$ cat src/rtl/core/llq_pkg.sv
// shared constants, codes and types for the linked-list queue
`timescale 1ns / 1ps
package llq_pkg;

  localparam int DEF_POOL_DEPTH = 32;
  localparam int DEF_DATA_WIDTH = 32;

  localparam int CMD_W   = 2;
  localparam int VALUE_W = 32;
  localparam int COUNT_W = 6;
  localparam int ERR_W   = 2;

  localparam logic [CMD_W-1:0] CMD_PUSH   = 2'd0;
  localparam logic [CMD_W-1:0] CMD_POP    = 2'd1;
  localparam logic [CMD_W-1:0] CMD_STATUS = 2'd2;

  localparam logic [ERR_W-1:0] ERR_OK    = 2'd0;
  localparam logic [ERR_W-1:0] ERR_FULL  = 2'd1;
  localparam logic [ERR_W-1:0] ERR_EMPTY = 2'd2;

  typedef enum logic [1:0] {
    ST_IDLE,
    ST_LINK,
    ST_HEAD,
    ST_DONE
  } state_t;

  // controller to datapath
  typedef struct packed {
    logic start;
    logic link_step;
    logic head_step;
    logic finish;
  } ctrl_cmd_t;

  // datapath to controller
  typedef struct packed {
    logic go_list;
    logic cur_pop;
    logic occ_zero;
    logic out_busy;
  } dp_status_t;

endpackage

$ cat src/rtl/core/llq_ifs.sv
// request and result channel interfaces
`timescale 1ns / 1ps
interface llq_req_if;
  import llq_pkg::*;

  logic               valid;
  logic               ready;
  logic [CMD_W-1:0]   command;
  logic [VALUE_W-1:0] push_value;

  modport source (output valid, command, push_value, input ready);
  modport sink   (input valid, command, push_value, output ready);
endinterface

interface llq_res_if;
  import llq_pkg::*;

  logic               valid;
  logic               ready;
  logic [VALUE_W-1:0] popped_value;
  logic [VALUE_W-1:0] head_value;
  logic [VALUE_W-1:0] tail_value;
  logic [COUNT_W-1:0] entry_count;
  logic               queue_empty;
  logic [ERR_W-1:0]   error_code;

  modport source (output valid, popped_value, head_value, tail_value, entry_count,
                  queue_empty, error_code, input ready);
  modport sink   (input valid, popped_value, head_value, tail_value, entry_count,
                  queue_empty, error_code, output ready);
endinterface

$ cat src/rtl/core/llq_ctrl.sv
// sequencing state machine for the linked-list queue
`timescale 1ns / 1ps
module llq_ctrl (
  input  logic                   clk,
  input  logic                   rst,
  input  logic                   in_valid,
  output logic                   in_ready,
  input  llq_pkg::dp_status_t    status,
  output llq_pkg::ctrl_cmd_t     ctrl
);
  import llq_pkg::*;

  state_t state;
  state_t state_next;

  always_ff @(posedge clk) begin
    if (rst) begin
      state <= ST_IDLE;
    end else begin
      state <= state_next;
    end
  end

  always_comb begin
    state_next = state;
    ctrl       = '0;
    in_ready   = 1'b0;
    unique case (state)
      ST_IDLE: begin
        // no request is taken while reset is held
        in_ready = !rst;
        if (in_valid && !rst) begin
          ctrl.start = 1'b1;
          state_next = status.go_list ? ST_LINK : ST_DONE;
        end
      end
      ST_LINK: begin
        ctrl.link_step = 1'b1;
        // a pop that leaves entries behind needs the new head's value
        state_next = (status.cur_pop && !status.occ_zero) ? ST_HEAD : ST_DONE;
      end
      ST_HEAD: begin
        ctrl.head_step = 1'b1;
        state_next     = ST_DONE;
      end
      ST_DONE: begin
        if (!status.out_busy) begin
          ctrl.finish = 1'b1;
          state_next  = ST_IDLE;
        end
      end
      default: begin
        state_next = ST_IDLE;
      end
    endcase
  end

endmodule

$ cat src/rtl/core/llq_dp.sv
// node pool memories, list pointers and result register
`timescale 1ns / 1ps
module llq_dp #(
  parameter int POOL_DEPTH = llq_pkg::DEF_POOL_DEPTH,
  parameter int DATA_WIDTH = llq_pkg::DEF_DATA_WIDTH
) (
  input  logic                        clk,
  input  logic                        rst,
  input  llq_pkg::ctrl_cmd_t          ctrl,
  output llq_pkg::dp_status_t         status,
  input  logic [llq_pkg::CMD_W-1:0]   command,
  input  logic [llq_pkg::VALUE_W-1:0] push_value,
  output logic                        out_valid,
  input  logic                        out_ready,
  output logic [llq_pkg::VALUE_W-1:0] popped_value,
  output logic [llq_pkg::VALUE_W-1:0] head_value,
  output logic [llq_pkg::VALUE_W-1:0] tail_value,
  output logic [llq_pkg::COUNT_W-1:0] entry_count,
  output logic                        queue_empty,
  output logic [llq_pkg::ERR_W-1:0]   error_code
);
  import llq_pkg::*;

  localparam int IDX_W = $clog2(POOL_DEPTH);
  localparam int OCC_W = $clog2(POOL_DEPTH + 1);

  logic [IDX_W-1:0]      link_mem [POOL_DEPTH];
  logic [DATA_WIDTH-1:0] val_mem  [POOL_DEPTH];
  logic [IDX_W-1:0]      link_rd;
  logic [DATA_WIDTH-1:0] val_rd;

  logic [IDX_W-1:0]      head_idx;
  logic [IDX_W-1:0]      tail_idx;
  logic [IDX_W-1:0]      free_idx;
  logic [IDX_W-1:0]      node_idx;
  logic                  node_fresh;
  logic [OCC_W-1:0]      fresh_cnt;
  logic [OCC_W-1:0]      occ;
  logic [DATA_WIDTH-1:0] head_val;
  logic [DATA_WIDTH-1:0] tail_val;
  logic [DATA_WIDTH-1:0] popped;
  logic [ERR_W-1:0]      err;
  logic                  op_push;
  logic                  op_pop;

  logic [DATA_WIDTH-1:0] push_data;
  logic                  occ_zero;
  logic                  occ_full;
  logic                  go_push;
  logic                  go_pop;
  logic                  lk_we;
  logic [IDX_W-1:0]      lk_waddr;
  logic [IDX_W-1:0]      lk_raddr;
  logic                  is_fresh;
  logic [IDX_W-1:0]      node_inc;

  assign push_data = DATA_WIDTH'(push_value);
  assign occ_zero  = (occ == '0);
  assign occ_full  = (occ == OCC_W'(POOL_DEPTH));
  assign go_push   = (command == CMD_PUSH) && !occ_full;
  assign go_pop    = (command == CMD_POP) && !occ_zero;

  // entries at or above the fill mark were never written and are treated as linking to i plus one
  assign is_fresh  = (OCC_W'(free_idx) == fresh_cnt);
  assign node_inc  = (node_idx == IDX_W'(POOL_DEPTH - 1)) ? '0 : node_idx + 1'b1;

  // one write and one read of the link store per cycle
  assign lk_we    = ctrl.start && ((go_push && !occ_zero) || go_pop);
  assign lk_waddr = go_push ? tail_idx : head_idx;
  assign lk_raddr = go_push ? free_idx : head_idx;

  assign status.go_list  = go_push || go_pop;
  assign status.cur_pop  = op_pop;
  assign status.occ_zero = occ_zero;
  assign status.out_busy = out_valid && !out_ready;

  always_ff @(posedge clk) begin
    if (lk_we) begin
      link_mem[lk_waddr] <= free_idx;
    end
    if (ctrl.start) begin
      link_rd <= link_mem[lk_raddr];
    end
  end

  always_ff @(posedge clk) begin
    if (ctrl.start && go_push) begin
      val_mem[free_idx] <= push_data;
    end
    if (ctrl.link_step) begin
      val_rd <= val_mem[link_rd];
    end
  end

  always_ff @(posedge clk) begin
    if (rst) begin
      head_idx  <= '0;
      tail_idx  <= '0;
      free_idx  <= '0;
      fresh_cnt <= '0;
      occ       <= '0;
      op_push   <= 1'b0;
      op_pop    <= 1'b0;
    end else begin
      if (ctrl.start) begin
        op_push <= go_push;
        op_pop  <= go_pop;
        if (go_push) begin
          tail_idx <= free_idx;
          occ      <= occ + 1'b1;
          if (occ_zero) begin
            head_idx <= free_idx;
          end
          if (is_fresh) begin
            fresh_cnt <= fresh_cnt + 1'b1;
          end
        end else if (go_pop) begin
          free_idx <= head_idx;
          occ      <= occ - 1'b1;
        end
      end
      if (ctrl.link_step) begin
        if (op_push) begin
          free_idx <= node_fresh ? node_inc : link_rd;
        end
        if (op_pop) begin
          head_idx <= link_rd;
        end
      end
    end
  end

  always_ff @(posedge clk) begin
    if (ctrl.start) begin
      node_idx   <= free_idx;
      node_fresh <= is_fresh;
      popped     <= go_pop ? head_val : '0;
      if (command == CMD_PUSH && occ_full) begin
        err <= ERR_FULL;
      end else if (command == CMD_POP && occ_zero) begin
        err <= ERR_EMPTY;
      end else begin
        err <= ERR_OK;
      end
      if (go_push) begin
        tail_val <= push_data;
        if (occ_zero) begin
          head_val <= push_data;
        end
      end
    end
    if (ctrl.head_step) begin
      head_val <= val_rd;
    end
  end

  always_ff @(posedge clk) begin
    if (rst) begin
      out_valid <= 1'b0;
    end else if (ctrl.finish) begin
      out_valid <= 1'b1;
    end else if (out_ready) begin
      out_valid <= 1'b0;
    end
  end

  always_ff @(posedge clk) begin
    if (ctrl.finish) begin
      popped_value <= VALUE_W'(popped);
      head_value   <= occ_zero ? '0 : VALUE_W'(head_val);
      tail_value   <= occ_zero ? '0 : VALUE_W'(tail_val);
      entry_count  <= COUNT_W'(occ);
      queue_empty  <= occ_zero;
      error_code   <= err;
    end
  end

endmodule

$ cat src/rtl/core/linked_list_fifo_with_free_list.sv
// top level of the linked-list queue with free list
//
// a fifo kept as a linked list in a pool of POOL_DEPTH nodes; free nodes
// are chained through the same link store
// request channel carries command (push, pop, status) and push_value;
// every request item yields exactly one result item on the result channel
// with the popped value, head and tail values, entry count, empty flag and
// an error code (push when full and pop when empty change nothing)
// a status read or a refused command goes straight to the result write;
// a push and a pop first pass through the registered reads of the link
// and value stores: a pop reads the head's link, then the value of the
// new head, and only a pop that leaves entries behind needs that value
// one item is in work at a time; request ready is high only while idle,
// so the next request is taken only after the last result is written
// a finished result sits in an output register, so the next request can
// be taken while the receiver stalls; a result that cannot be written
// because that register is still full holds the block until it drains
// reset holds request ready low, empties the queue and makes the whole pool
// the free list at once; untouched link entries are covered by a fill mark
`timescale 1ns / 1ps
module linked_list_fifo_with_free_list #(
  parameter int POOL_DEPTH = llq_pkg::DEF_POOL_DEPTH,
  parameter int DATA_WIDTH = llq_pkg::DEF_DATA_WIDTH
) (
  input logic       clk,
  input logic       rst,
  llq_req_if.sink   request,
  llq_res_if.source result
);
  import llq_pkg::*;

  ctrl_cmd_t  ctrl;
  dp_status_t status;

  // sequencer: idle, link read, head value read, result write
  llq_ctrl u_ctrl (
    .clk      (clk),
    .rst      (rst),
    .in_valid (request.valid),
    .in_ready (request.ready),
    .status   (status),
    .ctrl     (ctrl)
  );

  // pool memories, pointers, fill mark and output register
  llq_dp #(
    .POOL_DEPTH (POOL_DEPTH),
    .DATA_WIDTH (DATA_WIDTH)
  ) u_dp (
    .clk          (clk),
    .rst          (rst),
    .ctrl         (ctrl),
    .status       (status),
    .command      (request.command),
    .push_value   (request.push_value),
    .out_valid    (result.valid),
    .out_ready    (result.ready),
    .popped_value (result.popped_value),
    .head_value   (result.head_value),
    .tail_value   (result.tail_value),
    .entry_count  (result.entry_count),
    .queue_empty  (result.queue_empty),
    .error_code   (result.error_code)
  );

endmodule

$ cat src/flat_wrapper.sv
// flat-port wrapper written by rule: the top's interface ports become plain ports
module linked_list_fifo_with_free_list_flat import llq_pkg::*;
#(
  parameter int POOL_DEPTH = llq_pkg::DEF_POOL_DEPTH,
  parameter int DATA_WIDTH = llq_pkg::DEF_DATA_WIDTH
)
  (clk, rst, request_valid, request_command, request_push_value, request_ready, result_valid, result_popped_value, result_head_value, result_tail_value, result_entry_count, result_queue_empty, result_error_code, result_ready);
  llq_req_if request_i ();
  llq_res_if result_i ();
  input logic clk;
  input logic rst;
  input wire logic [$bits(request_i.valid)-1:0] request_valid;
  input wire logic [$bits(request_i.command)-1:0] request_command;
  input wire logic [$bits(request_i.push_value)-1:0] request_push_value;
  output wire logic [$bits(request_i.ready)-1:0] request_ready;
  output wire logic [$bits(result_i.valid)-1:0] result_valid;
  output wire logic [$bits(result_i.popped_value)-1:0] result_popped_value;
  output wire logic [$bits(result_i.head_value)-1:0] result_head_value;
  output wire logic [$bits(result_i.tail_value)-1:0] result_tail_value;
  output wire logic [$bits(result_i.entry_count)-1:0] result_entry_count;
  output wire logic [$bits(result_i.queue_empty)-1:0] result_queue_empty;
  output wire logic [$bits(result_i.error_code)-1:0] result_error_code;
  input wire logic [$bits(result_i.ready)-1:0] result_ready;
  assign request_i.valid = request_valid;
  assign request_i.command = request_command;
  assign request_i.push_value = request_push_value;
  assign request_ready = request_i.ready;
  assign result_valid = result_i.valid;
  assign result_popped_value = result_i.popped_value;
  assign result_head_value = result_i.head_value;
  assign result_tail_value = result_i.tail_value;
  assign result_entry_count = result_i.entry_count;
  assign result_queue_empty = result_i.queue_empty;
  assign result_error_code = result_i.error_code;
  assign result_i.ready = result_ready;
  linked_list_fifo_with_free_list #(.POOL_DEPTH(POOL_DEPTH), .DATA_WIDTH(DATA_WIDTH)) u_core (.clk(clk), .rst(rst), .request(request_i), .result(result_i));
endmodule
$ cat config.mk
export PLATFORM = sky130hd
export DESIGN_NAME = linked_list_fifo_with_free_list_flat
export DESIGN_NICKNAME = d
export VERILOG_FILES = /design/src/rtl/core/llq_pkg.sv /design/src/rtl/core/llq_ifs.sv /design/src/rtl/core/llq_ctrl.sv /design/src/rtl/core/llq_dp.sv /design/src/rtl/core/linked_list_fifo_with_free_list.sv /design/src/flat_wrapper.sv
export SDC_FILE = /design/constraint.sdc
export NUM_CORES = 1
export LEC_CHECK = 0
export ABC_AREA = 1
export CORE_UTILIZATION = 50
export CTS_CLUSTER_DIAMETER = 80
export DETAILED_ROUTE_END_ITERATION = 16
export DONT_BUFFER_PORTS = 1
export HOLD_SLACK_MARGIN = 0.08
export PLACE_DENSITY = 0.67
export SLEW_MARGIN = 20
export SYNTH_ARGS = -nofsm -noshare
export SYNTH_HDL_FRONTEND = slang
export SYNTH_SLANG_ARGS = --single-unit
$ cat constraint.sdc
create_clock -name clk -period 8.2 [get_ports clk]
set_input_delay 0.82 -clock clk [delete_from_list [all_inputs] [get_ports clk]]
set_output_delay 0.82 -clock clk [all_outputs]
set_load 0.01 [all_outputs]
==> flow_metrics.env <==
export IMPL_status="finished, final reports clean"
export IMPL_nNetsFinal=4371
export IMPL_hold_viol=0
export IMPL_fin_crit_ns=4.87
export IMPL_syn_to_final_growth_pct=11.2
export IMPL_syn_area_um2=57400
export IMPL_initial_core_util=0.507
export IMPL_grt_max_degree=196
export IMPL_worstPathRequired_ns=8.57
export IMPL_num_rows=123
export IMPL_hpwl_mm=79.0
export IMPL_slew_viol_final=0
export IMPL_grt_antenna_before_repair=5
export IMPL_port_buffers=0
export IMPL_clock_root_buffer="clkbuf_16"
export IMPL_ys_top_cells_by_area="edfxtp_1, o21ai_0, nor2_1, o221ai_1, nand2_1"
export IMPL_yosysTopAreaCell="edfxtp_1"
export IMPL_hold_class="primary input to flip-flop"
export IMPL_grt_pass1_wl_mm=215
export IMPL_numCtsBuffers=147
export IMPL_cp_common_cell="inv_1"
export IMPL_die_area_um2=116000
export IMPL_path_max_fanout=46
export IMPL_finalSetupTns_ns=0
export IMPL_drv_cap=0
export IMPL_multiInputGateArea_um2=11800
export IMPL_fin_util=0.564
export IMPL_peakVddDrop_uv=207
export IMPL_async_flop_share=0
export IMPL_synth_top_area_frac=0.748
export IMPL_drive_gt1_frac=0.0790
export IMPL_cts_tree="done"
export IMPL_die_y_um=341
export IMPL_post_place_ws_ns=3.27
export IMPL_fmax_ghz=0.206
export IMPL_worst_pin_slew_ns=1.13
export IMPL_fillers=8827
export IMPL_vias_per_cell=5.98
export IMPL_grt_usage=0.247
export IMPL_grt_pass1_vias=33900
export IMPL_ys_types=41
export IMPL_cts_sinks=1462
export IMPL_dr_total_vias=35500
export IMPL_wl_mm=144
export IMPL_worst_slack_ns=3.33
export IMPL_finClkSkew_ns=0.0272
export IMPL_clock_path_buffers=3
export IMPL_relSlewSlack=0.247
export IMPL_ys_seq_area_frac=0.759
export IMPL_core_um2=113000
export IMPL_worstPathCellList="inv_1 -> ha_1 -> inv_1 -> nor2_1 -> nand2_2 -> inv_2 -> nand4_1 -> nor2_4 -> buf_4"
export IMPL_drt_first_pass_iters=6
export IMPL_grt_overflow=0
export IMPL_critPathSlowestCell="nand4_1"
export IMPL_htreeDepth=4
export IMPL_seq_area_um2=43600
export IMPL_detail_route_antenna_nets=0
export IMPL_dp_cells=5672
export IMPL_netlist_top_cells_count="edfxtp_1, nor2_1, o21ai_0"
export IMPL_yosysMostFrequentCell="edfxtp_1"
export IMPL_max_stage_delay_ns=1.00
export IMPL_critPathKind="flip-flop to flip-flop"
export IMPL_synth_avg_cell_area_um2=13.1
export IMPL_setup_viol=0
export IMPL_synth_edff_count=1430
export IMPL_drc=0
export IMPL_ys_seq_elements=1462
export IMPL_period_share=0.593
export IMPL_start_kind="flip-flop"
export IMPL_rsz0062_at_grt="no"
export IMPL_whs_ns=0.140
export IMPL_ctsResizeCount=0
export IMPL_die_w_um=341
export IMPL_synth_flop_cell="edfxtp_1"
export IMPL_syn_inst=4376
export IMPL_yosys_warnings=0
export IMPL_leakagePower_nw=21.5
export IMPL_io_pins=145
export IMPL_clk_latency_ns=0.76
export IMPL_synth_fp_nets=4423
export IMPL_first_iter_violations=4284
export IMPL_end_kind="flip-flop"
export IMPL_layoutNonFillerInstCount=5943
export IMPL_cp_arrival_ns=5.24
export IMPL_post_cts_buffers=0
export IMPL_power_density_nw_per_um2=263
export IMPL_path_clk_slew_ns=0.06
export IMPL_wl_per_cell_um=24.2
export IMPL_place_congestion=0.853
export IMPL_holdBufCountCts=0
-- sequential cells by signal (all words and copies together) (netlist names), 6 cells and up --
signal and cells:
u_core.u_dp.link_mem 160, u_core.u_dp.tail_value 32, u_core.u_dp.head_value 32, u_core.u_dp.val_mem 1024, u_core.u_dp.tail_val 32, u_core.u_dp.entry_count 6
u_core.u_dp.occ 6, u_core.u_dp.popped 32, u_core.u_dp.popped_value 32, u_core.u_dp.head_val 32, u_core.u_dp.fresh_cnt 6, u_core.u_dp.val_rd 32
-- final timing paths --
path	from	endpoint	slack (ns)	cells past startpoint
max	u_core.u_ctrl.state[1]$_SDFFE_PP0P_	u_core.u_dp.val_mem[15][22]$_DFFE_PP_	3.33	9
min	rst	u_core.u_dp.fresh_cnt[0]$_SDFFE_PP0P_	0.14	1
max reg2reg	u_core.u_ctrl.state[1]$_SDFFE_PP0P_	u_core.u_dp.val_mem[15][22]$_DFFE_PP_	3.33	9
min reg2reg	u_core.u_dp.popped[1]$_SDFFCE_PN0P_	u_core.u_dp.popped_value[1]$_DFFE_PP_	0.42	0
-- layout by cell type (no fill, tap or decap), types with 31 or more instances in the layout --
cell type	n
edfxtp_1	1430
nor2_1	663
o21ai_0	592
nand2_1	369
inv_1	284
nand3_1	262
o221ai_1	200
clkbuf_16	151
buf_4	61
o22ai_1	59
a31oi_1	44
a21oi_1	43
clkbuf_1	37
nor2_4	35
clkinv_1	35
dfxtp_1	31
-- through the flow --
step	instance area [µm²]	total power, W
finish	63800	0.0168
global route	63800	0.0173
CTS	63700	0.0168
detailed placement	59000	0.0104
global placement	58900	0.0103
floorplan	57400	0.00981
-- cells by family after synthesis --
group,after synthesis,synth area share
AO/OA/AOI/OAI,970,0.101
adder cells (fa/ha/maj),9,0.00196
XOR/XNOR,5,0.000763
flip-flops,1462,0.759
AND/OR/NAND/NOR,1356,0.0967
buffers and inverters,574,0.0400
-- report_power, final --
group          internal (W)  total (W)  switching (W)
Clock               0.00378    0.00656        0.00278
Combinational      0.000396    0.00158        0.00118
Sequential          0.00851    0.00865       0.000143
Total                0.0127     0.0168        0.00411
-- area by class of cell --
class                   instances  share of cell area
multi-input cells            2340               0.185
inverters                     300              0.0179
repair buffers                 73              0.0115
clock buffers                 189              0.0616
flip-flops and latches       1462               0.683
well taps                    1500              0.0294
diodes                          1           0.0000392
clock inverters                78              0.0117
-- critical path, delay by kind of cell (launching register included) --
kind	cells	cell delay (ns)
buffers and inverters	4	1.60
DFF	1	0.34
adders and majority gates	1	0.25
and+or+nand+nor	4	2.25
-- per-layer routing --
metal	share of wire	track usage	wire, µm	up-vias
met5	0.00015	0	21	-
met4	0.027	0.0760	3890	4
met3	0.10	0.0447	14400	264
met2	0.47	0.388	67000	1833
met1	0.41	0.351	58700	17500
li1	-	-	-	15900
Power figures use the tool's default switching activity.
